==> src/hdl/pkrl_pkg.sv <==
// Package of the port keyed UDP forward rate limiter.
// Item, result, table entry and job types plus all codes; no dependencies.
`default_nettype none
package pkrl_pkg;

	// Table geometry: one entry per UDP destination port
	localparam int PORT_ENTRIES   = 65536;
	localparam int TABLE_AW       = $clog2(PORT_ENTRIES);
	localparam int QUEUE_DEPTH_DEF = 2;

	// Protocol constants
	localparam logic [15:0] ETHTYPE_IPV4 = 16'h0800;
	localparam logic [7:0]  PROTO_UDP    = 8'd17;

	// Register reset values
	localparam logic [15:0] CONTROL_PORT_RST = 16'd0;
	localparam logic [31:0] BURST_CAP_RST    = 32'd10485760;
	localparam logic [7:0]  REFILL_RATE_RST  = 8'd1;

	// Register indexes
	localparam logic [1:0] CFG_CONTROL_PORT = 2'd0;
	localparam logic [1:0] CFG_BURST_CAP    = 2'd1;
	localparam logic [1:0] CFG_REFILL_RATE  = 2'd2;

	// Input commands
	localparam logic [1:0] CMD_PACKET = 2'd0;
	localparam logic [1:0] CMD_WRITE  = 2'd1;
	localparam logic [1:0] CMD_CLEAR  = 2'd2;

	// Result actions
	localparam logic [1:0] ACT_PASS = 2'd0;
	localparam logic [1:0] ACT_DROP = 2'd1;
	localparam logic [1:0] ACT_TX   = 2'd2;
	localparam logic [1:0] ACT_DONE = 2'd3;

	// Result events
	localparam logic [1:0] EVT_NONE    = 2'd0;
	localparam logic [1:0] EVT_EXPIRED = 2'd1;
	localparam logic [1:0] EVT_RATE    = 2'd2;
	localparam logic [1:0] EVT_FWD     = 2'd3;

	// Job kinds decided by the front end
	localparam logic [2:0] KIND_PASS   = 3'd0;
	localparam logic [2:0] KIND_POLICE = 3'd1;
	localparam logic [2:0] KIND_WRITE  = 3'd2;
	localparam logic [2:0] KIND_CLEAR  = 3'd3;
	localparam logic [2:0] KIND_NOP    = 3'd4;

	typedef struct packed {
		logic [1:0]  command;
		logic        headers_complete;
		logic [15:0] ether_type;
		logic [7:0]  ip_protocol;
		logic [15:0] udp_dport;
		logic [31:0] dst_ip;
		logic [15:0] ip_checksum;
		logic [15:0] frame_length;
		logic [63:0] now_ns;
		logic [31:0] entry_home_ip;
		logic [15:0] entry_fwd_port;
		logic [63:0] entry_expiry;
	} item_t;

	typedef struct packed {
		logic [1:0]  action;
		logic [1:0]  event_code;
		logic [31:0] new_dst_ip;
		logic [15:0] new_udp_port;
		logic [15:0] new_ip_checksum;
	} result_t;

	// Tokens never exceed the burst cap, so 32 bits hold them
	typedef struct packed {
		logic        valid;
		logic [31:0] tokens;
		logic [63:0] refill_ns;
		logic [31:0] home_ip;
		logic [15:0] fwd_port;
		logic [63:0] expiry;
	} entry_t;

	typedef struct packed {
		logic [2:0]  kind;
		logic [15:0] udp_dport;
		logic [31:0] dst_ip;
		logic [15:0] ip_checksum;
		logic [15:0] frame_length;
		logic [63:0] now_ns;
		logic [31:0] home_ip;
		logic [15:0] fwd_port;
		logic [63:0] expiry;
	} job_t;

	// Policing settings handed from the register file to the back end
	typedef struct packed {
		logic [31:0] burst_cap;
		logic [7:0]  refill_rate;
	} pol_cfg_t;

endpackage
`default_nettype wire

==> src/hdl/pkrl_queue.sv <==
// Short job queue between the front and back ends.
// Depends on pkrl_pkg for the job type.
`default_nettype none
module pkrl_queue import pkrl_pkg::*; #(
	parameter int DEPTH = QUEUE_DEPTH_DEF
) (
	input  wire logic clk,
	input  wire logic arst_n,
	input  wire logic push_valid,
	output logic      push_ready,
	input  wire job_t push_job,
	output logic      pop_valid,
	input  wire logic pop_ready,
	output job_t      pop_job
);

	localparam int PTR_W = (DEPTH > 1) ? $clog2(DEPTH) : 1;
	localparam int CNT_W = $clog2(DEPTH + 1);

	job_t             slot_q [DEPTH];
	logic [PTR_W-1:0] wr_ptr_q;
	logic [PTR_W-1:0] rd_ptr_q;
	logic [CNT_W-1:0] count_q;
	logic             do_push;
	logic             do_pop;

	assign push_ready = (count_q != CNT_W'(DEPTH));
	assign pop_valid  = (count_q != '0);
	assign pop_job    = slot_q[rd_ptr_q];
	assign do_push    = push_valid && push_ready;
	assign do_pop     = pop_valid && pop_ready;

	// Storage
	always_ff @(posedge clk) begin
		if (do_push) begin
			slot_q[wr_ptr_q] <= push_job;
		end
	end

	// Pointers and fill count
	always_ff @(posedge clk or negedge arst_n) begin
		if (!arst_n) begin
			wr_ptr_q <= '0;
			rd_ptr_q <= '0;
			count_q  <= '0;
		end else begin
			if (do_push) begin
				wr_ptr_q <= (wr_ptr_q == PTR_W'(DEPTH - 1)) ? '0 : wr_ptr_q + 1'b1;
			end
			if (do_pop) begin
				rd_ptr_q <= (rd_ptr_q == PTR_W'(DEPTH - 1)) ? '0 : rd_ptr_q + 1'b1;
			end
			if (do_push && !do_pop) begin
				count_q <= count_q + 1'b1;
			end else if (do_pop && !do_push) begin
				count_q <= count_q - 1'b1;
			end
		end
	end

endmodule
`default_nettype wire

==> config.mk <==
export PLATFORM = sky130hd
export DESIGN_NAME = pkrl_queue
export DESIGN_NICKNAME = d
export VERILOG_FILES = /design/src/hdl/pkrl_pkg.sv /design/src/hdl/pkrl_queue.sv
export SDC_FILE = /design/constraint.sdc
export NUM_CORES = 1
export LEC_CHECK = 0
export BUFFER_PORTS_ARGS = -buffer_cell sky130_fd_sc_hd__buf_2
export CAP_MARGIN = 20
export CORE_AREA = 2 2 202 204
export DETAILED_ROUTE_END_ITERATION = 6
export DIE_AREA = 0 0 204 206
export HOLD_SLACK_MARGIN = 0.15
export PLACE_DENSITY = 0.76
export SKIP_LAST_GASP = 1
export SYNTH_ARGS = -nofsm -noshare
export SYNTH_HDL_FRONTEND = slang
export SYNTH_SLANG_ARGS = --single-unit
export TNS_END_PERCENT = 10
==> constraint.sdc <==
create_clock -name clk -period 17.8 [get_ports clk]
set_clock_uncertainty 0.2 [all_clocks]
set_input_delay 1.78 -clock clk [delete_from_list [all_inputs] [get_ports clk]]
set_output_delay 1.78 -clock clk [all_outputs]
set_load 0.005 [all_outputs]
==> results of run 1 <==
-- worst reg2reg max path, stage by stage (launching register included) --
cell,delay [ps]
dfrtp_1,410
nand2b_1,180
and3_4,840
buf_4,850
buf_4,780
-- power groups by stage --
stage	Sequential (µW)	Clock [µW]	Combinational, µW
final	1790	1040	1170
after global routing	1810	1110	1250
after CTS	1790	1070	1190
after detailed placement	1810	0	1190
after global placement	1790	0	1170
after floorplan	1860	0	800
-- cells by family (layout without fill, tap and decap cells) --
kind of cell / after synthesis / after routing / share of synthesized area, %
other cells: 0 / 10 / 0
xor+xnor: 5 / 5 / 0.222
flops: 522 / 522 / 79.4
mux: 259 / 259 / 18.6
fa+ha+maj: 1 / 1 / 0.0635
buf+inv: 30 / 630 / 1.49
simple gates: 7 / 7 / 0.172
-- area by class of cell --
type | count | area, µm² | share of cell area, %
sequential | 522 | 15700 | 64.1
multi-input combinational | 272 | 3770 | 15.4
timing repair buffer | 534 | 2700 | 11.0
clock buffer | 65 | 1370 | 5.61
tap | 532 | 666 | 2.72
clock inverter | 30 | 251 | 1.03
antenna | 10 | 25.0 | 0.102
inverter | 1 | 3.75 | 0.0154
-- cells in the mapped netlist --
cell type	instances	area (µm²)
and3_1	1	6.26
buf_2	6	30.0
buf_6	23	259
dfrtp_1	4	100
edfxtp_1	518	15600
ha_1	1	12.5
inv_1	1	3.75
mux2_2	59	664
mux2_4	200	3000
nand2_1	2	7.51
nand2b_1	1	6.26
nor2_1	2	7.51
or2_2	1	6.26
xnor2_1	3	26.3
xor2_1	2	17.5
-- sequential cells by signal (all words and copies together) (netlist names) --
| register | count |
|---|---|
| slot_q | 518 |
| count_q | 2 |
| rd_ptr_q | 1 |
| wr_ptr_q | 1 |
-- routing by layer --
metal | GRT usage [%] | share of wire [%] | vias up
met2 | 31.3 | 51 | 414
li1 | - | - | 4422
met1 | 21.3 | 37 | 4815
met4 | 6.75 | 2.7 | 10
met5 | 0 | 0.16 | -
met3 | 7.13 | 9.1 | 81
-- metrics by stage --
step,cell area (µm²),instances,worst slack (ps),power [µW]
finish,24400,1966,11840,4000
global route,24400,1963,11660,4170
CTS,24400,1956,11820,4040
detailed placement,22800,1861,12450,3000
global placement,22800,1861,12460,2970
floorplan,19700,824,4120,2660
-- worst max-delay path by stage --
stage / to
final: pop_job[72]
after floorplan: slot_q[0][0]
after global routing: pop_job[72]
after CTS: pop_job[72]
after detailed placement: pop_job[72]
after global placement: pop_job[162]
==> results.yml, run 1 <==
status:
  status: "complete, no violations"
synth:
  ys_seq_elements: 522
  syn_area_mm2: 0.0197
  ys_warn_count: 0
  synth_cells: 824
  syn_avg_cell_area_um2: 23.9
  yosysSeqAreaShare_pct: 79.4
  synth_cell_type_count: 15
  syn_nets: 1088
cts:
  cts_setup_buffers: 0
  cts_resized: 0
  worstSkewPairLatency_ps: 570
  cts_buffer_depth: 3
  clk_pin_slew_ps: 60
  cts_hold_buf: 0
  cts_sinks: 522
  ctsHtreeMaxLevel: 2
  cts_root_buf: "clkbuf_16"
  cts_tree: "done"
  cts_made_buffers: 52
timing:
  final.setup.tns_ps: 0
  fin_crit_sh_pct: 33.5
  layout_min_cycle_time_ps: 5960
  worst_slew_pin_slew_ps: 1070
  fmax_mhz: 168
  slew_violations: 0
  setup-violations-final: 0
  hold_viol_final: 0
  relSlewSlack_pct: 28.6
  rsz0062_at_grt: "no"
  whs_ps: 324
setup_path:
  crit_buf_inv: 3
  path_max_fanout: 65
  crit_arrival_ps: 3980
  slowest_stage: "dfrtp_4"
  path_common_cell: "buf_4"
  cp-startpoint: "rd_ptr_q"
  critical_path_depth: 4
  reg2reg_from: "count_q[0]"
  reg2regPathDepth: 4
  startpoint_type: "flip-flop"
  cp_top_family: "buffers and inverters"
  required_ps: 15820
  reg2reg_to: "slot_q[1][204]"
  max_stage_delay_ps: 1080
  crit_path_end_kind: "output pin"
  r2r_slack_ps: 14140
  critPathKind: "flip-flop to output pin"
  path_cells: "buf_4 > buf_4 > mux2_4 > buf_2"
detailed_routing:
  drt_iter0_markers: 552
  drt.antenna.violating_nets: 0
  vias: 9742
  viasPerCell: 4.96
  drt-pass1-iter-count: 6
  drc: 0
  wl_per_cell_um: 20.9
  wirelength_um: 41000
floorplan:
  pin_count: 524
  die-area_mm2: 0.0420
  die_height_um: 206
  die_w_um: 204
  start_util_pct: 49.0
  num_rows: 74
  core_area_mm2: 0.0402
power_and_ir_drop:
  p_sw_uw: 1090
  p_per_area_mw_per_mm2: 163
  p_leak_uw: 0.00968
  seq_power_share_pct: 44.7
  internal-power_uw: 2910
  switching_share_pct: 27.2
  combPwrFrac_pct: 29.3
  ir_drop_mv: 0.110
  power.share.clock_pct: 26.0
layout:
  area.growth.synth_to_final_pct: 24.1
  drive_above_1_share_pct: 61.0
  mostFrequentLayoutCell: "buf_2"
  nFillCells: 2921
  final_cell_mix: "buf_2 (523), edfxtp_1 (518), mux2_4 (200)"
  nets: 1647
  final_util_pct: 60.8
worst_hold_path:
  holdCritPathClass: "flip-flop to flip-flop"
  hold_start: "count_q[1]"
  min_path_cells: 1
  hold_path_end: "count_q[1]"
global_route:
  grt_pass1_wl_um: 57700
  grt_start_max_net_pins: 79
  grt_util_all_layers_pct: 18.4
  grt_pass1_vias: 9979
  antenna_found_initial: 16
  overflow: 0
job:
  maxCapViolations: 0
placed_design:
  globalplace.congestion: 0.803
  hpwl_um: 28200
  io_buffers: 523
(Power assumes the default switching activity.)
==> run 2, diff against run 1 <==
- ABC_AREA: default -> 1
- CORE_AREA: 2 2 202 204 -> 2 2 201 203
- DIE_AREA: 0 0 204 206 -> 0 0 203 205
- PLACE_DENSITY: 0.76 -> 0.75
- clock period: 17.8 -> 5.7 ns (I/O delays scaled with it)
==> run 2 against run 1 <==
Against the previous run:
- design area up 7.6%
- largest power group unchanged
- critical path depth up 1
- global-route usage up 5.5 points
- sequential power rose to 3.1 times the previous value
- highest routed layer unchanged
==> results.yml, run 2 <==
status:
  status: "complete, no violations"
setup_path:
  crit_arrival_ps: 3190
  r2r_slack_ps: 2980
  slowest_stage: "dfrtp_4"
  path_common_cell: "nand2_1"
  path_cells: "inv_8 > buf_12 > nand2_1 > nand2_1 > buf_2"
  reg2reg_to: "slot_q[0][74]"
  critical_path_depth: 5
  cp_top_family: "buffers and inverters"
  max_stage_delay_ps: 830
  critPathKind: "flip-flop to output pin"
  cp-endpoint: "pop_job[142]"
  reg2regPathDepth: 6
  crit_buf_inv: 3
  cp-startpoint: "rd_ptr_q"
  path_max_fanout: 159
  crit_path_end_kind: "output pin"
  reg2reg_from: "count_q[0]"
  required_ps: 4930
  startpoint_type: "flip-flop"
cts:
  worstSkewPairLatency_ps: 580
  cts_buffer_depth: 3
  ctsHtreeMaxLevel: 2
  clk_pin_slew_ps: 60
  cts_root_buf: "clkbuf_16"
  cts_made_buffers: 51
  cts_setup_buffers: 0
  cts_tree: "done"
  cts_sinks: 522
synth:
  syn_avg_cell_area_um2: 13.8
  synth_cells: 1381
  synthFlopType: "edfxtp_1"
  yosysSeqAreaShare_pct: 81.9
  syn_nets: 1645
  ys_seq_elements: 522
  syn_area_mm2: 0.0191
  async_flop_share_pct: 0.766
  synth_most_common_cell: "nand2_1"
  synthTopCellsByArea: "edfxtp_1 (81%), nand2_1 (15%), buf_6 (1.3%), buf_2 (0.71%), dfrtp_1 (0.52%)"
  synth_top_area_cell: "edfxtp_1"
  synth_cell_type_count: 15
  ys_warn_count: 0
  synth_edf_count: 518
  synth_common_cells: "nand2_1 (787), edfxtp_1 (518), buf_2 (27)"
  synth.top_cell.area_share_pct: 81.4
timing:
  fmax_mhz: 252
  fin_ws_ps: 1740
  hold_viol_final: 0
  relSlewSlack_pct: 30.6
  layout_min_cycle_time_ps: 3960
  rsz0062_at_grt: "no"
  worst_slew_pin_slew_ps: 1040
  fin_crit_sh_pct: 69.6
  setup-violations-final: 0
  final.setup.tns_ps: 0
  slew_violations: 0
  whs_ps: 278
layout:
  area.growth.synth_to_final_pct: 37.6
  drive_above_1_share_pct: 27.3
  final_cell_mix: "nand2_1 (787), buf_2 (523), edfxtp_1 (518)"
  regMostFlops: "slot_q"
  final_util_pct: 66.8
  largest_reg_flops: 518
  nets: 2435
  fin_area_mm2: 0.0263
  mostFrequentLayoutCell: "nand2_1"
  top_regs: "slot_q: 518 flops, count_q: 2 flops"
detailed_routing:
  wirelength_um: 50900
  wl_per_cell_um: 18.6
  drt_iter0_markers: 1132
  drt-pass1-iter-count: 5
  drc: 0
  viasPerCell: 4.98
  vias: 13700
  drt.antenna.violating_nets: 0
job:
  maxCapViolations: 0
placed_design:
  place_ws_ps: 2380
  dpl_cell_area_mm2: 0.0221
  io_buffers: 523
  globalplace.congestion: 0.821
  hpwl_um: 27900
global_route:
  antenna_found_initial: 8
  overflow: 0
  grt_util_all_layers_pct: 23.9
  grt_pass1_vias: 14200
  grt_pass1_wl_um: 76300
  grt_start_max_net_pins: 175
floorplan:
  start_util_pct: 48.6
  die-area_mm2: 0.0416
  pin_count: 524
  core_area_mm2: 0.0394
  num_rows: 73
  die_w_um: 203
  die_height_um: 205
power_and_ir_drop:
  p_per_area_mw_per_mm2: 475
  ir_drop_mv: 0.367
  p_leak_uw: 0.0113
worst_hold_path:
  holdCritPathClass: "primary input to flip-flop"
## run 2: changes by cell type in the layout (fill, tap and decap cells not counted), sizes merged, moves of 6 or more
cell	before	now
dlygate4sd3	0	262
inv	4	10
mux2	259	0
nand2	2	787
## run 2: cells by family (layout without fill, tap and decap cells)
family	count (synthesis)	in the layout	synth area share [%]
XOR/XNOR	2	2	0.0917
adder cells (fa/ha/maj)	1	1	0.0654
buffers and inverters	64	892	2.37
flip-flops	522	522	81.9
other	0	8	0
AND/OR/NAND/NOR	792	792	15.6
## run 2: metrics by stage
stage	cells	power (µW)
after global routing	2741	13100
after floorplan	1381	7710
after CTS	2734	12400
after global placement	2381	9030
final	2742	12500
after detailed placement	2381	9110
## run 2: power by group
group          leakage, µW  total (µW)  internal [µW]  switching, µW
Sequential         0.00487        5570           5250            321
Combinational      0.00563        3740           1320           2420
Clock             0.000757        3180           1780           1400
Total               0.0113       12500           8350           4140
## run 2: timing repair
item	in CTS	in global routing
gates resized for setup	0	0
hold endpoints to repair	523	0
hold buffers	262	0
## run 2: area by class of cell
class	instances	area [µm²]
Clock buffer	63	1320
Inverter	7	33.8
Multi-Input combinational cell	795	3020
Clock inverter	28	223
Antenna cell	8	20.0
Tap cell	525	657
Sequential cell	522	15700
Timing Repair Buffer	794	5370
Fill cell	2491	13100
## run 2: worst min path at each step
stage	from	endpoint	slack (ps)	cells after the start
4_1_cts	push_valid	wr_ptr_q	240	3
6_report	push_valid	wr_ptr_q	280	3
3_3_place_gp	arst_n	rd_ptr_q	180	1
2_1_floorplan	arst_n	count_q[0]	70	0
3_5_place_dp	arst_n	wr_ptr_q	180	1
5_1_grt	push_valid	wr_ptr_q	290	3
## run 2: worst min-delay path: cells and delay by family
family	cells	cell delay, ps
XOR/XNOR	1	110
AND/OR/NAND/NOR	1	210
buffers and inverters	1	100
## run 2: metal layers
metal | part of all wire (%) | vias to the layer above | track usage (%)
li1 | - | 6257 | -
met3 | 7.9 | 147 | 5.90
met2 | 53 | 683 | 43.0
met4 | 4.4 | 2 | 11.8
met5 | 0.029 | - | 0
met1 | 35 | 6570 | 26.6
==> run 3, diff against run 2 <==
- CORE_AREA: 2 2 201 203 -> default
- CORE_MARGIN: default -> 2
- CORE_UTILIZATION: default -> 47
- DIE_AREA: 0 0 203 205 -> default
- PLACE_DENSITY: 0.75 -> 0.76
- clock period: 5.7 -> 3.2 ns (I/O delays scaled with it)
==> run 3 against run 2 <==
Against the previous run:
- largest cell class unchanged
- final cell count is 0.33% higher
- setup slack got worse by 1300 ps
- routed wire length increased by 4.5%
- power rose by 83%
- sequential cell count stayed put
- design area is 1.1% higher
==> results.yml, run 3 (synthesized netlist as in run 2, its figures left out) <==
layout:
  regMostFlops: "slot_q"
  top_regs: "slot_q: 518 flops, count_q: 2 flops"
  drive_above_1_share_pct: 27.8
  mostFrequentLayoutCell: "nand2_1"
  final_util_pct: 66.6
  nets: 2446
  area.growth.synth_to_final_pct: 39.1
  final_cell_mix: "nand2_1 (785), buf_2 (523), edfxtp_1 (518)"
  nFillCells: 2593
  final_cells: 2751
  largest_reg_flops: 518
setup_path:
  crit_path_end_kind: "output pin"
  reg2reg_to: "slot_q[1][182]"
  crit_arrival_ps: 2250
  max_stage_delay_ps: 530
  slowest_stage: "dfrtp_4"
  reg2reg_from: "count_q[0]"
  path_common_cell: "nand2_1"
  required_ps: 2680
  cp-startpoint: "rd_ptr_q"
  cp-endpoint: "pop_job[81]"
  r2r_slack_ps: 1060
  path_cells: "inv_8 > buf_12 > nand2_1 > nand2_1 > buf_2"
  critical_path_depth: 5
  path_max_fanout: 89
  cp_top_family: "buffers and inverters"
  critPathKind: "flip-flop to output pin"
  crit_buf_inv: 3
  reg2regPathDepth: 5
  startpoint_type: "flip-flop"
timing:
  layout_min_cycle_time_ps: 2770
  slew_violations: 0
  final.setup.tns_ps: 0
  whs_ps: 263
  relSlewSlack_pct: 49.9
  fin_crit_sh_pct: 86.4
  setup-violations-final: 0
  rsz0062_at_grt: "no"
  fmax_mhz: 362
  hold_viol_final: 0
  worst_slew_pin_slew_ps: 751
cts:
  ctsHtreeMaxLevel: 2
  cts_root_buf: "clkbuf_16"
  worstSkewPairLatency_ps: 580
  cts_made_buffers: 51
  cts_buffer_depth: 3
  cts_setup_buffers: 0
  clk_pin_slew_ps: 60
  cts_sinks: 522
  cts_hold_buf: 263
  cts_resized: 0
  cts_tree: "done"
power_and_ir_drop:
  ir_drop_mv: 0.642
  p_per_area_mw_per_mm2: 858
  internal-power_uw: 15300
  combPwrFrac_pct: 30.9
  p_leak_uw: 0.0114
  switching_share_pct: 32.8
  power.share.clock_pct: 26.3
  p_sw_uw: 7480
  seq_power_share_pct: 42.8
job:
  maxCapViolations: 0
floorplan:
  num_rows: 73
  start_util_pct: 47.9
  pin_count: 524
  die_height_um: 206
  die-area_mm2: 0.0423
  die_w_um: 206
  core_area_mm2: 0.0399
placed_design:
  io_buffers: 523
  globalplace.congestion: 0.835
  hpwl_um: 29800
  placed_cells: 2391
global_route:
  grt_util_all_layers_pct: 24.2
  grt_start_max_net_pins: 144
  antenna_found_initial: 4
  overflow: 0
  grt_pass1_vias: 14500
  grt_pass1_wl_um: 77500
detailed_routing:
  drc: 0
  drt_iter0_markers: 1003
  wl_per_cell_um: 19.3
  wirelength_um: 53200
  viasPerCell: 5.09
  drt-pass1-iter-count: 7
  vias: 14000
  drt.antenna.violating_nets: 0
status:
  status: "complete, no violations"
worst_hold_path:
  holdCritPathClass: "primary input to flip-flop"
[run 3: final cells by class]
class	instances	area (µm²)	share of cell area (%)
multi-input cells	795	3030	11.4
flip-flops and latches	522	15700	58.9
repair buffers	805	5540	20.8
diodes	5	12.5	0.0470
inverters	7	33.8	0.127
clock inverters	25	278	1.04
well taps	525	657	2.47
clock buffers	67	1380	5.18
[run 3: worst min path at each step]
| stage | start | to | slack (ps) | cells past startpoint |
|---|---|---|---|---|
| finish | push_job[239] | slot_q[1][239] | 260 | 2 |
| global route | push_job[114] | slot_q[0][114] | 250 | 2 |
| CTS | push_job[249] | slot_q[1][249] | 220 | 2 |
| detailed placement | arst_n | count_q[1] | -70 | 1 |
| global placement | arst_n | count_q[0] | -70 | 1 |
| floorplan | arst_n | count_q[0] | -180 | 0 |
[run 3: worst reg2reg max path: cells and delay by family, from the launching register on]
| family | cells | cell delay, ps |
|---|---|---|
| buffers and inverters | 2 | 720 |
| flip-flops | 1 | 400 |
| AND/OR/NAND/NOR | 3 | 400 |
[run 3: stage by stage]
stage	cell area (µm²)	setup slack (ps)	total power, µW
6_report	26600	435	22800
4_1_cts	26600	416	22600
3_3_place_gp	22300	1060	16200
5_1_grt	26600	288	23900
2_1_floorplan	19100	-1860	13500
3_5_place_dp	22300	1050	16400
[run 3: power by group through the flow]
stage	Sequential, µW	Combinational [µW]	Clock [µW]
6_report	9760	7040	6010
5_1_grt	9850	7730	6340
4_1_cts	9700	6890	6030
3_5_place_dp	9830	6570	0
3_3_place_gp	9760	6450	0
2_1_floorplan	9940	3600	0
[run 3: metal layers]
metal	vias to the layer above	share of wire, %	global-route usage, %
met5	-	0	0
met4	0	4.7	12.4
met3	180	7.8	5.19
met2	759	54	44.8
met1	6773	34	26.0
li1	6280	-	-
