--- config.mk ---
export PLATFORM = sky130hd
export DESIGN_NAME = pkrl_front_flat
export DESIGN_NICKNAME = d
export VERILOG_FILES = /design/src/hdl/pkrl_pkg.sv /design/src/hdl/pkrl_intf.sv /design/src/hdl/pkrl_front.sv /design/src/flat_wrapper.sv
export SDC_FILE = /design/constraint.sdc
export NUM_CORES = 1
export LEC_CHECK = 0
export BUFFER_PORTS_ARGS = -buffer_cell sky130_fd_sc_hd__buf_2
export CAP_MARGIN = 10
export CORE_AREA = 2 2 244 246
export CTS_BUF_LIST = sky130_fd_sc_hd__clkbuf_2 sky130_fd_sc_hd__clkbuf_4 sky130_fd_sc_hd__clkbuf_8
export CTS_CLUSTER_DIAMETER = 40
export DETAILED_ROUTE_END_ITERATION = 16
export DIE_AREA = 0 0 246 248
export GPL_TIMING_DRIVEN = 0
export PLACE_DENSITY = 0.3
export REMOVE_ABC_BUFFERS = 1
export SLEW_MARGIN = 20
export SYNTH_ARGS = -nofsm -noshare
export SYNTH_HDL_FRONTEND = slang
export SYNTH_SLANG_ARGS = --single-unit
--- constraint.sdc ---
create_clock -name clk -period 1.35 [get_ports clk]
set_input_delay 0.27 -clock clk [delete_from_list [all_inputs] [get_ports clk]]
set_output_delay 0.27 -clock clk [all_outputs]
set_load 0.03 [all_outputs]
--- src/hdl/pkrl_pkg.sv ---
// Package of the port keyed UDP forward rate limiter.
// Item, result, table entry and job types plus all codes; no dependencies.
`default_nettype none
package pkrl_pkg;

	// Table geometry: one entry per UDP destination port
	localparam int PORT_ENTRIES   = 65536;
	localparam int TABLE_AW       = $clog2(PORT_ENTRIES);
	localparam int QUEUE_DEPTH_DEF = 2;

	// Protocol constants
	localparam logic [15:0] ETHTYPE_IPV4 = 16'h0800;
	localparam logic [7:0]  PROTO_UDP    = 8'd17;

	// Register reset values
	localparam logic [15:0] CONTROL_PORT_RST = 16'd0;
	localparam logic [31:0] BURST_CAP_RST    = 32'd10485760;
	localparam logic [7:0]  REFILL_RATE_RST  = 8'd1;

	// Register indexes
	localparam logic [1:0] CFG_CONTROL_PORT = 2'd0;
	localparam logic [1:0] CFG_BURST_CAP    = 2'd1;
	localparam logic [1:0] CFG_REFILL_RATE  = 2'd2;

	// Input commands
	localparam logic [1:0] CMD_PACKET = 2'd0;
	localparam logic [1:0] CMD_WRITE  = 2'd1;
	localparam logic [1:0] CMD_CLEAR  = 2'd2;

	// Result actions
	localparam logic [1:0] ACT_PASS = 2'd0;
	localparam logic [1:0] ACT_DROP = 2'd1;
	localparam logic [1:0] ACT_TX   = 2'd2;
	localparam logic [1:0] ACT_DONE = 2'd3;

	// Result events
	localparam logic [1:0] EVT_NONE    = 2'd0;
	localparam logic [1:0] EVT_EXPIRED = 2'd1;
	localparam logic [1:0] EVT_RATE    = 2'd2;
	localparam logic [1:0] EVT_FWD     = 2'd3;

	// Job kinds decided by the front end
	localparam logic [2:0] KIND_PASS   = 3'd0;
	localparam logic [2:0] KIND_POLICE = 3'd1;
	localparam logic [2:0] KIND_WRITE  = 3'd2;
	localparam logic [2:0] KIND_CLEAR  = 3'd3;
	localparam logic [2:0] KIND_NOP    = 3'd4;

	typedef struct packed {
		logic [1:0]  command;
		logic        headers_complete;
		logic [15:0] ether_type;
		logic [7:0]  ip_protocol;
		logic [15:0] udp_dport;
		logic [31:0] dst_ip;
		logic [15:0] ip_checksum;
		logic [15:0] frame_length;
		logic [63:0] now_ns;
		logic [31:0] entry_home_ip;
		logic [15:0] entry_fwd_port;
		logic [63:0] entry_expiry;
	} item_t;

	typedef struct packed {
		logic [1:0]  action;
		logic [1:0]  event_code;
		logic [31:0] new_dst_ip;
		logic [15:0] new_udp_port;
		logic [15:0] new_ip_checksum;
	} result_t;

	// Tokens never exceed the burst cap, so 32 bits hold them
	typedef struct packed {
		logic        valid;
		logic [31:0] tokens;
		logic [63:0] refill_ns;
		logic [31:0] home_ip;
		logic [15:0] fwd_port;
		logic [63:0] expiry;
	} entry_t;

	typedef struct packed {
		logic [2:0]  kind;
		logic [15:0] udp_dport;
		logic [31:0] dst_ip;
		logic [15:0] ip_checksum;
		logic [15:0] frame_length;
		logic [63:0] now_ns;
		logic [31:0] home_ip;
		logic [15:0] fwd_port;
		logic [63:0] expiry;
	} job_t;

	// Policing settings handed from the register file to the back end
	typedef struct packed {
		logic [31:0] burst_cap;
		logic [7:0]  refill_rate;
	} pol_cfg_t;

endpackage
`default_nettype wire

--- src/hdl/pkrl_intf.sv ---
// Channel interfaces of the rate limiter: input items, results, register writes.
// Depends on pkrl_pkg for the payload types.
`default_nettype none
interface pkrl_item_if import pkrl_pkg::*; ();
	logic  valid;
	logic  ready;
	item_t data;
	modport source (output valid, output data, input ready);
	modport sink (input valid, input data, output ready);
endinterface


interface pkrl_cfg_if;
	logic        valid;
	logic        ready;
	logic [1:0]  index;
	logic [31:0] data;
	modport source (output valid, output index, output data, input ready);
	modport sink (input valid, input index, input data, output ready);
endinterface
`default_nettype wire

--- src/hdl/pkrl_front.sv ---
// Front end: register file, item intake and classification into table jobs.
// Depends on pkrl_pkg and the channel interfaces.
`default_nettype none
module pkrl_front import pkrl_pkg::*; (
	input  wire logic     clk,
	input  wire logic     arst_n,
	pkrl_item_if.sink     items,
	pkrl_cfg_if.sink      cfg,
	input  wire logic     clr_busy,
	output logic          push_valid,
	input  wire logic     push_ready,
	output job_t          push_job,
	output pol_cfg_t      pol_cfg
);

	logic [15:0] ctl_port_q;
	logic [31:0] burst_cap_q;
	logic [7:0]  rate_q;
	logic        eligible;

	// Register writes are always taken
	assign cfg.ready = 1'b1;

	always_ff @(posedge clk or negedge arst_n) begin
		if (!arst_n) begin
			ctl_port_q  <= CONTROL_PORT_RST;
			burst_cap_q <= BURST_CAP_RST;
			rate_q      <= REFILL_RATE_RST;
		end else if (cfg.valid) begin
			case (cfg.index)
				CFG_CONTROL_PORT: ctl_port_q  <= cfg.data[15:0];
				CFG_BURST_CAP:    burst_cap_q <= cfg.data;
				CFG_REFILL_RATE:  rate_q      <= cfg.data[7:0];
				default: ;
			endcase
		end
	end

	assign pol_cfg.burst_cap   = burst_cap_q;
	assign pol_cfg.refill_rate = rate_q;

	// Intake stalls while the table is being cleared
	assign items.ready = push_ready && !clr_busy;
	assign push_valid  = items.valid && !clr_busy;

	// A packet goes to the table only if it is complete IPv4/UDP off the control port
	assign eligible = items.data.headers_complete
		&& (items.data.ether_type == ETHTYPE_IPV4)
		&& (items.data.ip_protocol == PROTO_UDP)
		&& (items.data.udp_dport != ctl_port_q);

	always_comb begin
		push_job.udp_dport    = items.data.udp_dport;
		push_job.dst_ip       = items.data.dst_ip;
		push_job.ip_checksum  = items.data.ip_checksum;
		push_job.frame_length = items.data.frame_length;
		push_job.now_ns       = items.data.now_ns;
		push_job.home_ip      = items.data.entry_home_ip;
		push_job.fwd_port     = items.data.entry_fwd_port;
		push_job.expiry       = items.data.entry_expiry;
		case (items.data.command)
			CMD_PACKET: push_job.kind = eligible ? KIND_POLICE : KIND_PASS;
			CMD_WRITE:  push_job.kind = KIND_WRITE;
			CMD_CLEAR:  push_job.kind = KIND_CLEAR;
			default:    push_job.kind = KIND_NOP;
		endcase
	end

endmodule
`default_nettype wire

--- src/flat_wrapper.sv ---
// flat-port wrapper written by rule: the top's interface ports become plain ports
module pkrl_front_flat import pkrl_pkg::*;
  (clk, arst_n, clr_busy, push_valid, push_ready, push_job, pol_cfg, items_valid, items_data, items_ready, cfg_valid, cfg_index, cfg_data, cfg_ready);
  pkrl_item_if items_i ();
  pkrl_cfg_if cfg_i ();
  input  wire logic clk;
  input  wire logic arst_n;
  input  wire logic clr_busy;
  output logic push_valid;
  input  wire logic push_ready;
  output job_t push_job;
  output pol_cfg_t pol_cfg;
  input wire logic [$bits(items_i.valid)-1:0] items_valid;
  input wire logic [$bits(items_i.data)-1:0] items_data;
  output wire logic [$bits(items_i.ready)-1:0] items_ready;
  input wire logic [$bits(cfg_i.valid)-1:0] cfg_valid;
  input wire logic [$bits(cfg_i.index)-1:0] cfg_index;
  input wire logic [$bits(cfg_i.data)-1:0] cfg_data;
  output wire logic [$bits(cfg_i.ready)-1:0] cfg_ready;
  assign items_i.valid = items_valid;
  assign items_i.data = items_data;
  assign items_ready = items_i.ready;
  assign cfg_i.valid = cfg_valid;
  assign cfg_i.index = cfg_index;
  assign cfg_i.data = cfg_data;
  assign cfg_ready = cfg_i.ready;
  pkrl_front u_core (.clk(clk), .arst_n(arst_n), .items(items_i), .cfg(cfg_i), .clr_busy(clr_busy), .push_valid(push_valid), .push_ready(push_ready), .push_job(push_job), .pol_cfg(pol_cfg));
endmodule
==> run summary, run 1 <==
Antenna viol nets, final - 0
Worst Slack Setup Final - -0.902 ns
Ratio of cells with drive above 1 in the final layout - 71.4%
Largest family of logic cells by synthesized area - buffers and inverters
Critical Path RT - 1.08 ns
Starting Density - 7.43%
Syn avg cell area - 10.5 sq um
Worst Path Max Fanout - 2
Area occupied by multi-input gates - 1000 sq um
Max Cap Viol - 0
Num CTS Buffers - 5
Post-DP HPWL - 80.1 mm
Skew final - 0 ns
Worst hold start - cfg_data[29]
Die ar. - 61000 sq um
Yosys reg bits - 56
Crit path kind - register to primary output
# DRC - 0
Clk_lat worst skew - 0.37 ns
Post-synthesis simple-gate area fraction - 3.37%
Placeable Area - 58500 sq um
DRT Wirelength - 83.2 mm
Area of the mapped netlist - 4340 sq um
Clk pwr share - 23.9%
HP Class - primary input to register
Endpoints failing setup - 3
Root cell of the clock tree - clkbuf_8
Yosys cell types - 20
Die span in x - 246 um
GP Congestion - 1.27
DR vias/cell - 2.65
Worst setup EP type - primary output
Fin nets - 632
P_sw - 0.00203 W
P_leak - 1.67 nW
Initial antenna violation count - 6
RSZ-0062 raised after global routing - true
CTS tree - done
Crit path from - u_core.ctl_port_q[1]$_DFFE_PN0P_
Max Transition Viols Final - 0
Sw Share - 39.9%
Gate Count Post-Synth - 414
PwrDens - 1180 nW/um^2
Layout fillers - 6841
Clock Path Buffers - 2
Sequential share of power - 43.3%
Failing checks - setup timing
DP Area - 4100 sq um
I/O pin cnt - 625
# rows - 89
Peak Freq - 0.444 GHz
Xor/xnor share of the synthesized area - 3.23%
Total congestion overflow - 0
Area Overhead vs Synth - -0.893%
Register area share after synthesis - 32.4%
CP arrival - 1.98 ns
Worst Tran Pin Value - 0.696 ns
Clk slew on worst S/H paths - 0.14 ns
DR WL/cell - 76.8 um
Post-synthesis compound-gate area fraction - 0.202%
Worst vdd ir - 0.343 mV
H-tree Lvls - 2
Final Cycle Share - 167%
Register area - 1410 sq um
DRT iter0 DRCs - 168
Design Area, Final - 4300 sq um
Final hold vios - 0
Slew Limit Headroom - 53.5%
First-pass GRT wire length - 89.0 mm
CP Launch Type - register
Vias in the first global route - 2591
Fin crit period - 2.25 ns
Status - finished with violations
Die H - 248 um
DR vias - 2867
FF-to-FF Start - u_core.ctl_port_q[13]$_DFFE_PN0P_
Warnings from Yosys - 0
PortBufs - 143
Pin count of the biggest net entering global routing - 33
Clock sink count - 56
Int Pwr - 0.00305 W
GRT Util Overall - 26.6%
Total power - 0.00507 W
Comb pwr share - 32.8%
Post-synthesis adder-cell area fraction - 0.576%
DRT Pass-1 Iters - 4
Mux share of post-synthesis cell area - 14.5%
==> registers in the layout, summed over array words and instances, names as in the netlist <==
| name | cells |
|---|---|
| u_core.ctl_port_q | 16 |
| u_core.burst_cap_q | 32 |
| u_core.rate_q | 8 |
==> path summary, 6_finish.rpt <==
check | end | slack (ns) | depth (start not counted)
max | push_job[256] | -0.90 | 5
min | u_core.burst_cap_q[29]$_DFFE_PN0P_ | 0.12 | 2
max reg2reg | u_core.ctl_port_q[13]$_DFFE_PN0P_ | 0.52 | 1
min reg2reg | u_core.burst_cap_q[13]$_DFFE_PN0P_ | 0.52 | 1
max in group asynchronous | u_core.burst_cap_q[21]$_DFFE_PN1P_ | 0.41 | 3
min in group asynchronous | u_core.burst_cap_q[25]$_DFFE_PN0P_ | 0.38 | 2
==> synth_stat cells <==
cell | n | area, sq um
nor3b_4 | 1 | 18.8
nand4_1 | 5 | 31.3
xnor2_1 | 16 | 140
ha_1 | 2 | 25.0
nor4b_1 | 2 | 17.5
o32ai_1 | 1 | 8.76
inv_1 | 2 | 7.51
buf_4 | 257 | 1930
nor4_1 | 4 | 25.0
conb_1 | 1 | 3.75
nand3b_1 | 1 | 7.51
nor4bb_1 | 1 | 10.0
nand3_1 | 1 | 5.00
nand3b_2 | 1 | 11.3
mux2_2 | 56 | 631
dfrtp_1 | 53 | 1330
nor3b_1 | 1 | 7.51
dfstp_2 | 3 | 78.8
buf_6 | 4 | 45.0
nor2b_1 | 2 | 12.5
==> per-layer routing <==
layer,track usage [%],routed length (um),vias to the layer above
met5,13.4,1050,-
met4,11.6,4960,26
met3,39.0,25600,87
met2,48.6,42200,728
met1,8.22,9370,1163
li1,-,-,863
==> cell type report <==
type / count / share of cell area [%]
clock buffers: 5 / 1.60
clock inverters: 3 / 0.640
multi-input cells: 95 / 23.3
diodes: 2 / 0.116
inverters: 2 / 0.174
flip-flops and latches: 56 / 32.7
repair buffers: 147 / 19.0
well taps: 773 / 22.5
==> power by group through the flow <==
stage	Clock, W	Combinational [W]	Sequential (W)
after CTS	0.00131	0.00168	0.00219
after floorplan	0	0.000456	0.00266
after detailed placement	0	0.00163	0.00222
after global placement	0	0.00162	0.00222
final	0.00121	0.00167	0.00220
after global routing	0.00138	0.00178	0.00224
==> cells by family (layout without fill, tap and decap cells) <==
logic type	count (synthesis)	count (layout)
XOR/XNOR	16	16
multiplexers	56	56
flip-flops	56	56
other	1	3
AND/OR/NAND/NOR	19	19
buffers and inverters	263	157
AO/OA/AOI/OAI	1	1
adder cells (fa/ha/maj)	2	2
==> per-stage QoR <==
stage	hold slack, ns	worst slack (ns)	setup TNS, ns	utilization [%]	std cells
after floorplan	-0.0256	-0.532	-2.36	-	153
after global placement	0.485	-1.05	-70.36	6.93	1069
after detailed placement	0.222	-0.994	-19.37	7.02	1071
after CTS	0.0839	-0.960	-1.06	7.33	1081
after global routing	0.0773	-1.05	-1.22	7.36	1082
final	0.115	-0.902	-0.907	7.36	1083
==> placed cells by master (no fill, tap or decap) <==
cell type,instances
buf_2,138
xnor2_2,2
buf_6,3
clkinvlp_4,1
nor4b_1,2
xnor2_1,14
buf_16,1
nor2b_1,2
nand3b_1,1
inv_8,1
nor4_1,3
mux2_2,56
dfstp_2,3
o32ai_2,1
clkbuf_8,5
nand3_1,1
nor4bb_1,1
buf_4,1
dlygate4sd3_1,1
buf_12,1
inv_1,2
nor3b_1,1
nand4_1,5
nand3b_4,1
conb_1,1
ha_1,2
nor3b_4,1
clkinv_4,1
nor4_4,1
diode_2,2
dfrtp_1,52
dfrtp_2,1
buf_8,2
==> worst max-delay path, cell delays in order (launching register included) <==
cell	delay, ns
dfrtp_1	0.43
xnor2_2	0.21
nand4_1	0.30
nor4_4	0.32
o32ai_2	0.17
buf_6	0.17
==> repair_timing <==
| item | CTS | global route |
|---|---|---|
| buffers inserted | 1 | 0 |
| pin swaps | 7 | 3 |
| setup endpoints to repair | 12 | 4 |
| hold endpoints to repair | 22 | 0 |
| resized for setup | 12 | 3 |
| hold buffers | 1 | 0 |
No activity file was read; power rests on OpenSTA's default activity.
==> inputs of run 2 (changes only) <==
--- a/config.mk
+++ b/config.mk
@@ -13,7 +13,7 @@
 export DETAILED_ROUTE_END_ITERATION = 16
 export DIE_AREA = 0 0 246 248
 export GPL_TIMING_DRIVEN = 0
-export PLACE_DENSITY = 0.3
+export PLACE_DENSITY = 0.31
 export REMOVE_ABC_BUFFERS = 1
 export SLEW_MARGIN = 20
 export SYNTH_ARGS = -nofsm -noshare
==> run 2 against run 1 <==
  * Sequential power about the same
  * Fmax down 2.0%
  * Largest power group unchanged
  * Cell count about the same
  * Largest cell class unchanged
  * Worst setup slack worse by 0.046 ns
  * Highest routed layer unchanged
  * The run still ends with setup timing left
  * Critical path type unchanged
==> run summary, run 2 (synthesized netlist as in run 1, its figures left out) <==
Sw Share - 39.6% (was 39.9%)
Crit-path cells - xnor2_1, nand4_1, nor4_4, o32ai_2, buf_6 (was xnor2_2, nand4_1, nor4_4, o32ai_2, buf_6)
Max reg flops - 32 (unchanged)
Comb pwr share - 32.4% (was 32.8%)
Vias in the first global route - 2534 (was 2591)
Worst Tran Pin Value - 0.704 ns (was 0.696 ns)
Most common cell after layout, fill and taps aside - buf_2 (unchanged)
Worst path bufs/invs - 1 (unchanged)
Pin count of the biggest net entering global routing - 33 (unchanged)
Fin crit period - 2.30 ns (was 2.25 ns)
Failing checks - setup timing (unchanged)
Starting Density - 7.43% (unchanged)
CP arrival - 2.03 ns (was 1.98 ns)
Num CTS Buffers - 5 (unchanged)
DRT iter0 DRCs - 244 (was 168)
Most frequent cells in the layout - buf_2 (138), mux2_2 (56), dfrtp_1 (52) (unchanged)
Design Area, Final - 4290 sq um (was 4300 sq um)
Placeable Area - 58500 sq um (unchanged)
Antenna viol nets, final - 0 (unchanged)
Delay-heaviest family, CP - simple AND/OR/NAND/NOR gates (unchanged)
Total power - 0.00504 W (was 0.00507 W)
Slowest stage delay, CP - 0.41 ns (was 0.43 ns)
Clock Path Buffers - 2 (unchanged)
Final hold vios - 0 (unchanged)
Final Cycle Share - 170% (was 167%)
Clock sink count - 56 (unchanged)
CP max-delay cell - dfrtp_1 (unchanged)
H-tree Lvls - 2 (unchanged)
Die H - 248 um (unchanged)
PwrDens - 1170 nW/um^2 (was 1180 nW/um^2)
Total congestion overflow - 0 (unchanged)
P_sw - 0.00199 W (was 0.00203 W)
DR WL/cell - 75.0 um (was 76.8 um)
Die span in x - 246 um (unchanged)
Area Overhead vs Synth - -1.12% (was -0.893%)
HP Class - primary input to register (unchanged)
Worst Path Max Fanout - 2 (unchanged)
First-pass GRT wire length - 86.9 mm (was 89.0 mm)
Ratio of cells with drive above 1 in the final layout - 70.8% (was 71.4%)
Clk pwr share - 24.1% (was 23.9%)
Root cell of the clock tree - clkbuf_8 (unchanged)
DP Area - 4100 sq um (unchanged)
Layout fillers - 6845 (was 6841)
Endpoints failing setup - 1 (was 3)
# rows - 89 (unchanged)
Critical Path RT - 1.08 ns (about the same)
Worst setup EP type - primary output (unchanged)
Clk slew on worst S/H paths - 0.14 ns (about the same)
Skew final - 0 ns (unchanged)
Clk_lat worst skew - 0.37 ns (about the same)
GRT Util Overall - 26.0% (was 26.6%)
RSZ-0062 raised after global routing - true (unchanged)
Status - finished with violations (unchanged)
GP Congestion - 1.26 (was 1.27)
Worst vdd ir - 0.452 mV (was 0.343 mV)
Worst slack, placed - -0.965 ns (was -0.994 ns)
Crit path kind - register to primary output (unchanged)
CTS tree - done (unchanged)
Post-DP HPWL - 78.4 mm (was 80.1 mm)
PortBufs - 143 (unchanged)
# DRC - 0 (unchanged)
P_leak - 1.67 nW (about the same)
Largest regs - u_core.burst_cap_q: 32 flops, u_core.ctl_port_q: 16 flops, u_core.rate_q: 8 flops (unchanged)
Peak Freq - 0.435 GHz (was 0.444 GHz)
Worst Slack Setup Final - -0.948 ns (was -0.902 ns)
CP Launch Type - register (unchanged)
Fin nets - 632 (unchanged)
I/O pin cnt - 625 (unchanged)
Max Transition Viols Final - 0 (unchanged)
Slew Limit Headroom - 52.9% (was 53.5%)
Sequential share of power - 43.4% (was 43.3%)
Top reg by flops - u_core.burst_cap_q (unchanged)
Die ar. - 61000 sq um (unchanged)
Int Pwr - 0.00304 W (was 0.00305 W)
DR vias - 2870 (was 2867)
Initial antenna violation count - 5 (was 6)
Max Cap Viol - 0 (unchanged)
DRT Wirelength - 81.3 mm (was 83.2 mm)
DRT Pass-1 Iters - 6 (was 4)
DR vias/cell - 2.65 (about the same)
Worst Hold Slack - 0.114 ns (was 0.115 ns)
run 2: area by class of cell:
class / count / area, sq um / area share, %
diodes: 3 / 7.51 / 0.175
multi-input cells: 95 / 986 / 23.0
clock buffers: 5 / 68.8 / 1.60
clock inverters: 3 / 33.8 / 0.787
well taps: 773 / 967 / 22.5
flip-flops and latches: 56 / 1410 / 32.8
repair buffers: 147 / 816 / 19.0
inverters: 2 / 7.51 / 0.175
run 2: power by group through the flow:
stage / combinational, W / clock [W] / sequential, W
finish: 0.00163 / 0.00122 / 0.00219
global route: 0.00175 / 0.00136 / 0.00224
CTS: 0.00167 / 0.00131 / 0.00219
detailed placement: 0.00162 / 0 / 0.00221
global placement: 0.00160 / 0 / 0.00221
floorplan: 0.000456 / 0 / 0.00266
run 2: repair_timing:
item / in CTS / in global routing
hold buffers: 1 / 0
pin swaps: 4 / 1
gates resized for setup: 12 / 0
setup buffers: 1 / 0
hold endpoints to repair: 21 / 0
setup endpoints to repair: 13 / 4
run 2: stage by stage:
step                      utilization, %  TNS, ns  cells
after floorplan                        -    -2.36    153
after global placement              6.93   -71.23   1069
after detailed placement            7.02   -19.37   1071
after CTS                           7.33    -1.10   1081
after global routing                7.34    -1.23   1083
final                               7.34   -0.948   1084
run 2: final timing paths:
check	cells past startpoint	from	slack (ns)	endpoint
max	5	u_core.ctl_port_q[0]$_DFFE_PN0P_	-0.95	push_job[256]
min	2	cfg_data[31]	0.11	u_core.burst_cap_q[31]$_DFFE_PN0P_
max reg2reg	1	u_core.ctl_port_q[13]$_DFFE_PN0P_	0.52	u_core.ctl_port_q[13]$_DFFE_PN0P_
min reg2reg	1	u_core.burst_cap_q[14]$_DFFE_PN0P_	0.52	u_core.burst_cap_q[14]$_DFFE_PN0P_
max in group asynchronous	3	arst_n	0.46	u_core.ctl_port_q[13]$_DFFE_PN0P_
min in group asynchronous	2	arst_n	0.33	u_core.burst_cap_q[28]$_DFFE_PN0P_
run 2: per-layer routing:
metal | GRT usage [%] | part of all wire [%]
met1 | 8.11 | 11
met2 | 49.3 | 53
met3 | 39.0 | 32
met4 | 6.36 | 3.6
met5 | 9.62 | 0.96
==> inputs of run 3 (changes only) <==
--- a/config.mk
+++ b/config.mk
@@ -7,13 +7,15 @@
 export LEC_CHECK = 0
 export BUFFER_PORTS_ARGS = -buffer_cell sky130_fd_sc_hd__buf_2
 export CAP_MARGIN = 10
-export CORE_AREA = 2 2 244 246
+export CELL_PAD_IN_SITES_DETAIL_PLACEMENT = 1
+export CELL_PAD_IN_SITES_GLOBAL_PLACEMENT = 2
+export CORE_AREA = 2 2 240 242
 export CTS_BUF_LIST = sky130_fd_sc_hd__clkbuf_2 sky130_fd_sc_hd__clkbuf_4 sky130_fd_sc_hd__clkbuf_8
 export CTS_CLUSTER_DIAMETER = 40
 export DETAILED_ROUTE_END_ITERATION = 16
-export DIE_AREA = 0 0 246 248
+export DIE_AREA = 0 0 242 244
 export GPL_TIMING_DRIVEN = 0
-export PLACE_DENSITY = 0.31
+export PLACE_DENSITY = 0.52
 export REMOVE_ABC_BUFFERS = 1
 export SLEW_MARGIN = 20
 export SYNTH_ARGS = -nofsm -noshare
==> run 3 against run 2 <==
  * The flow still finishes with violations (setup timing)
  * First-iteration DRC count is 4.9% higher
  * Sequential share of layout area grew 0.45 points
  * Sequential cell count unchanged
  * Non-clock buffer count is the same
  * Sequential power hardly changed
  * Routed wire length grew 1.6%
  * Utilization rose by 0.19 points
  * Clock skew unchanged
  * Via count is 2.3% higher
  * Power fell by 0.56%
  * Critical endpoint unchanged
  * Largest cell class unchanged
  * Highest routed layer unchanged
==> run summary, run 3 (synthesized netlist as in run 1, its figures left out) <==
WP depth - 5 (unchanged)
Delay-heaviest family, CP - simple AND/OR/NAND/NOR gates (unchanged)
Crit path kind - register to primary output (unchanged)
GP Congestion - 1.20 (was 1.26)
Cells on worst reg2reg path - 1 (unchanged)
CP Launch Type - register (unchanged)
Max reg flops - 32 (unchanged)
Critical Path RT - 1.08 ns (about the same)
I/O pin cnt - 625 (unchanged)
Total negative setup slack - -0.954 ns (was -0.948 ns)
CTS tree - done (unchanged)
Final hold vios - 0 (unchanged)
Cell Count Post-Placement - 1055 (was 1071)
Clock Path Buffers - 2 (unchanged)
Failing checks - setup timing (unchanged)
Post-DP HPWL - 80.0 mm (was 78.4 mm)
Hold Path Cell Cnt - 2 (unchanged)
GRT Util Overall - 27.3% (was 26.0%)
# rows - 87 (was 89)
Clk slew on worst S/H paths - 0.13 ns (was 0.14 ns)
Antenna viol nets, final - 0 (unchanged)
DRT Pass-1 Iters - 4 (was 6)
Most common cell after layout, fill and taps aside - buf_2 (unchanged)
Worst path bufs/invs - 1 (unchanged)
Die H - 244 um (was 248 um)
DR WL/cell - 77.7 um (was 75.0 um)
DR vias - 2935 (was 2870)
DRT iter0 DRCs - 256 (was 244)
Largest regs - u_core.burst_cap_q: 32 flops, u_core.ctl_port_q: 16 flops, u_core.rate_q: 8 flops (unchanged)
Die span in x - 242 um (was 246 um)
Pin count of the biggest net entering global routing - 41 (was 33)
Crit-path cells - xnor2_1, nand4_1, nor4_2, o32ai_1, buf_4 (was xnor2_1, nand4_1, nor4_4, o32ai_2, buf_6)
H-tree Lvls - 2 (unchanged)
Starting Density - 7.73% (was 7.43%)
Max Transition Viols Final - 0 (unchanged)
Top reg by flops - u_core.burst_cap_q (unchanged)
Worst Tran Pin Value - 0.862 ns (was 0.704 ns)
ANT cells - 0 (was 3)
Peak Freq - 0.438 GHz (was 0.435 GHz)
Worst setup EP type - primary output (unchanged)
Final core utilization - 7.53% (was 7.34%)
Fin nets - 632 (unchanged)
Placeable Area - 56200 sq um (was 58500 sq um)
# DRC - 0 (unchanged)
HP Class - primary input to register (unchanged)
CP max-delay cell - dfrtp_1 (unchanged)
Total congestion overflow - 0 (unchanged)
Fin crit period - 2.28 ns (was 2.30 ns)
DR vias/cell - 2.76 (was 2.65)
Status - finished with violations (unchanged)
Final cell count without fillers - 1064 (was 1084)
Worst vdd ir - 0.432 mV (was 0.452 mV)
Num CTS Buffers - 5 (unchanged)
DRT Wirelength - 82.6 mm (was 81.3 mm)
Slowest stage delay, CP - 0.47 ns (was 0.41 ns)
Clock sink count - 56 (unchanged)
CP arrival - 2.01 ns (was 2.03 ns)
P_leak - 1.65 nW (was 1.67 nW)
Vias in the first global route - 2669 (was 2534)
RSZ-0062 raised after global routing - true (unchanged)
Initial antenna violation count - 5 (unchanged)
Skew final - 0 ns (unchanged)
Slew Limit Headroom - 42.3% (was 52.9%)
Die ar. - 59000 sq um (was 61000 sq um)
Ratio of cells with drive above 1 in the final layout - 70.5% (was 70.8%)
Max Cap Viol - 0 (unchanged)
Clk_lat worst skew - 0.36 ns (was 0.37 ns)
Most frequent cells in the layout - buf_2 (138), mux2_2 (56), dfrtp_1 (53) (was buf_2 (138), mux2_2 (56), dfrtp_1 (52))
Endpoints failing setup - 4 (was 1)
Worst Path Max Fanout - 2 (unchanged)
Worst Slack Setup Final - -0.932 ns (was -0.948 ns)
First-pass GRT wire length - 89.6 mm (was 86.9 mm)
Area Overhead vs Synth - -2.56% (was -1.12%)
Final Cycle Share - 169% (was 170%)
PwrDens - 1180 nW/um^2 (was 1170 nW/um^2)
PortBufs - 143 (unchanged)
Worst Hold Slack - 0.129 ns (was 0.114 ns)
Root cell of the clock tree - clkbuf_8 (unchanged)
[run 3: report_power, final]
group,switching [W],leakage [nW],internal (W)
logic,0.00102,0.946,0.000641
registers,0.000188,0.659,0.00201
clock network,0.000779,0.0485,0.000378
total,0.00199,1.65,0.00302
[run 3: layer usage]
| metal | GRT usage [%] | part of all wire (%) |
|---|---|---|
| met3 | 41.2 | 31 |
| met1 | 7.31 | 9.9 |
| met5 | 8.66 | 0.81 |
| met2 | 52.7 | 54 |
| met4 | 8.46 | 3.6 |
[run 3: path summary, 6_finish.rpt]
check	slack, ns	endpoint	from
hold reg to reg	0.52	u_core.burst_cap_q[11]$_DFFE_PN0P_	u_core.burst_cap_q[11]$_DFFE_PN0P_
setup / recovery	-0.93	push_job[256]	u_core.ctl_port_q[4]$_DFFE_PN0P_
setup reg to reg	0.50	u_core.ctl_port_q[4]$_DFFE_PN0P_	u_core.ctl_port_q[4]$_DFFE_PN0P_
min in group asynchronous	0.31	u_core.burst_cap_q[17]$_DFFE_PN0P_	arst_n
max in group asynchronous	0.45	u_core.rate_q[0]$_DFFE_PN1P_	arst_n
hold / removal	0.13	u_core.burst_cap_q[26]$_DFFE_PN0P_	cfg_data[26]
[run 3: layout make-up]
class | count | area [sq um]
fillers | 6712 | 51900
flip-flops and latches | 56 | 1410
multi-input cells | 95 | 977
well taps | 756 | 946
repair buffers | 147 | 803
clock buffers | 5 | 68.8
clock inverters | 3 | 22.5
inverters | 2 | 7.51
[run 3: through the flow]
stage	setup WS (ns)	power, W	instance area, sq um
finish	-0.932	0.00501	4230
global route	-1.10	0.00528	4230
CTS	-0.949	0.00513	4230
detailed placement	-0.758	0.00386	4090
global placement	-0.859	0.00382	4030
floorplan	-0.532	0.00311	2370
[run 3: timing repair]
item	CTS	global route
gates resized for setup	9	0
hold buffers	1	0
setup buffers	0	0
pin swaps	3	0
hold endpoints to repair	16	0
setup endpoints to repair	4	4
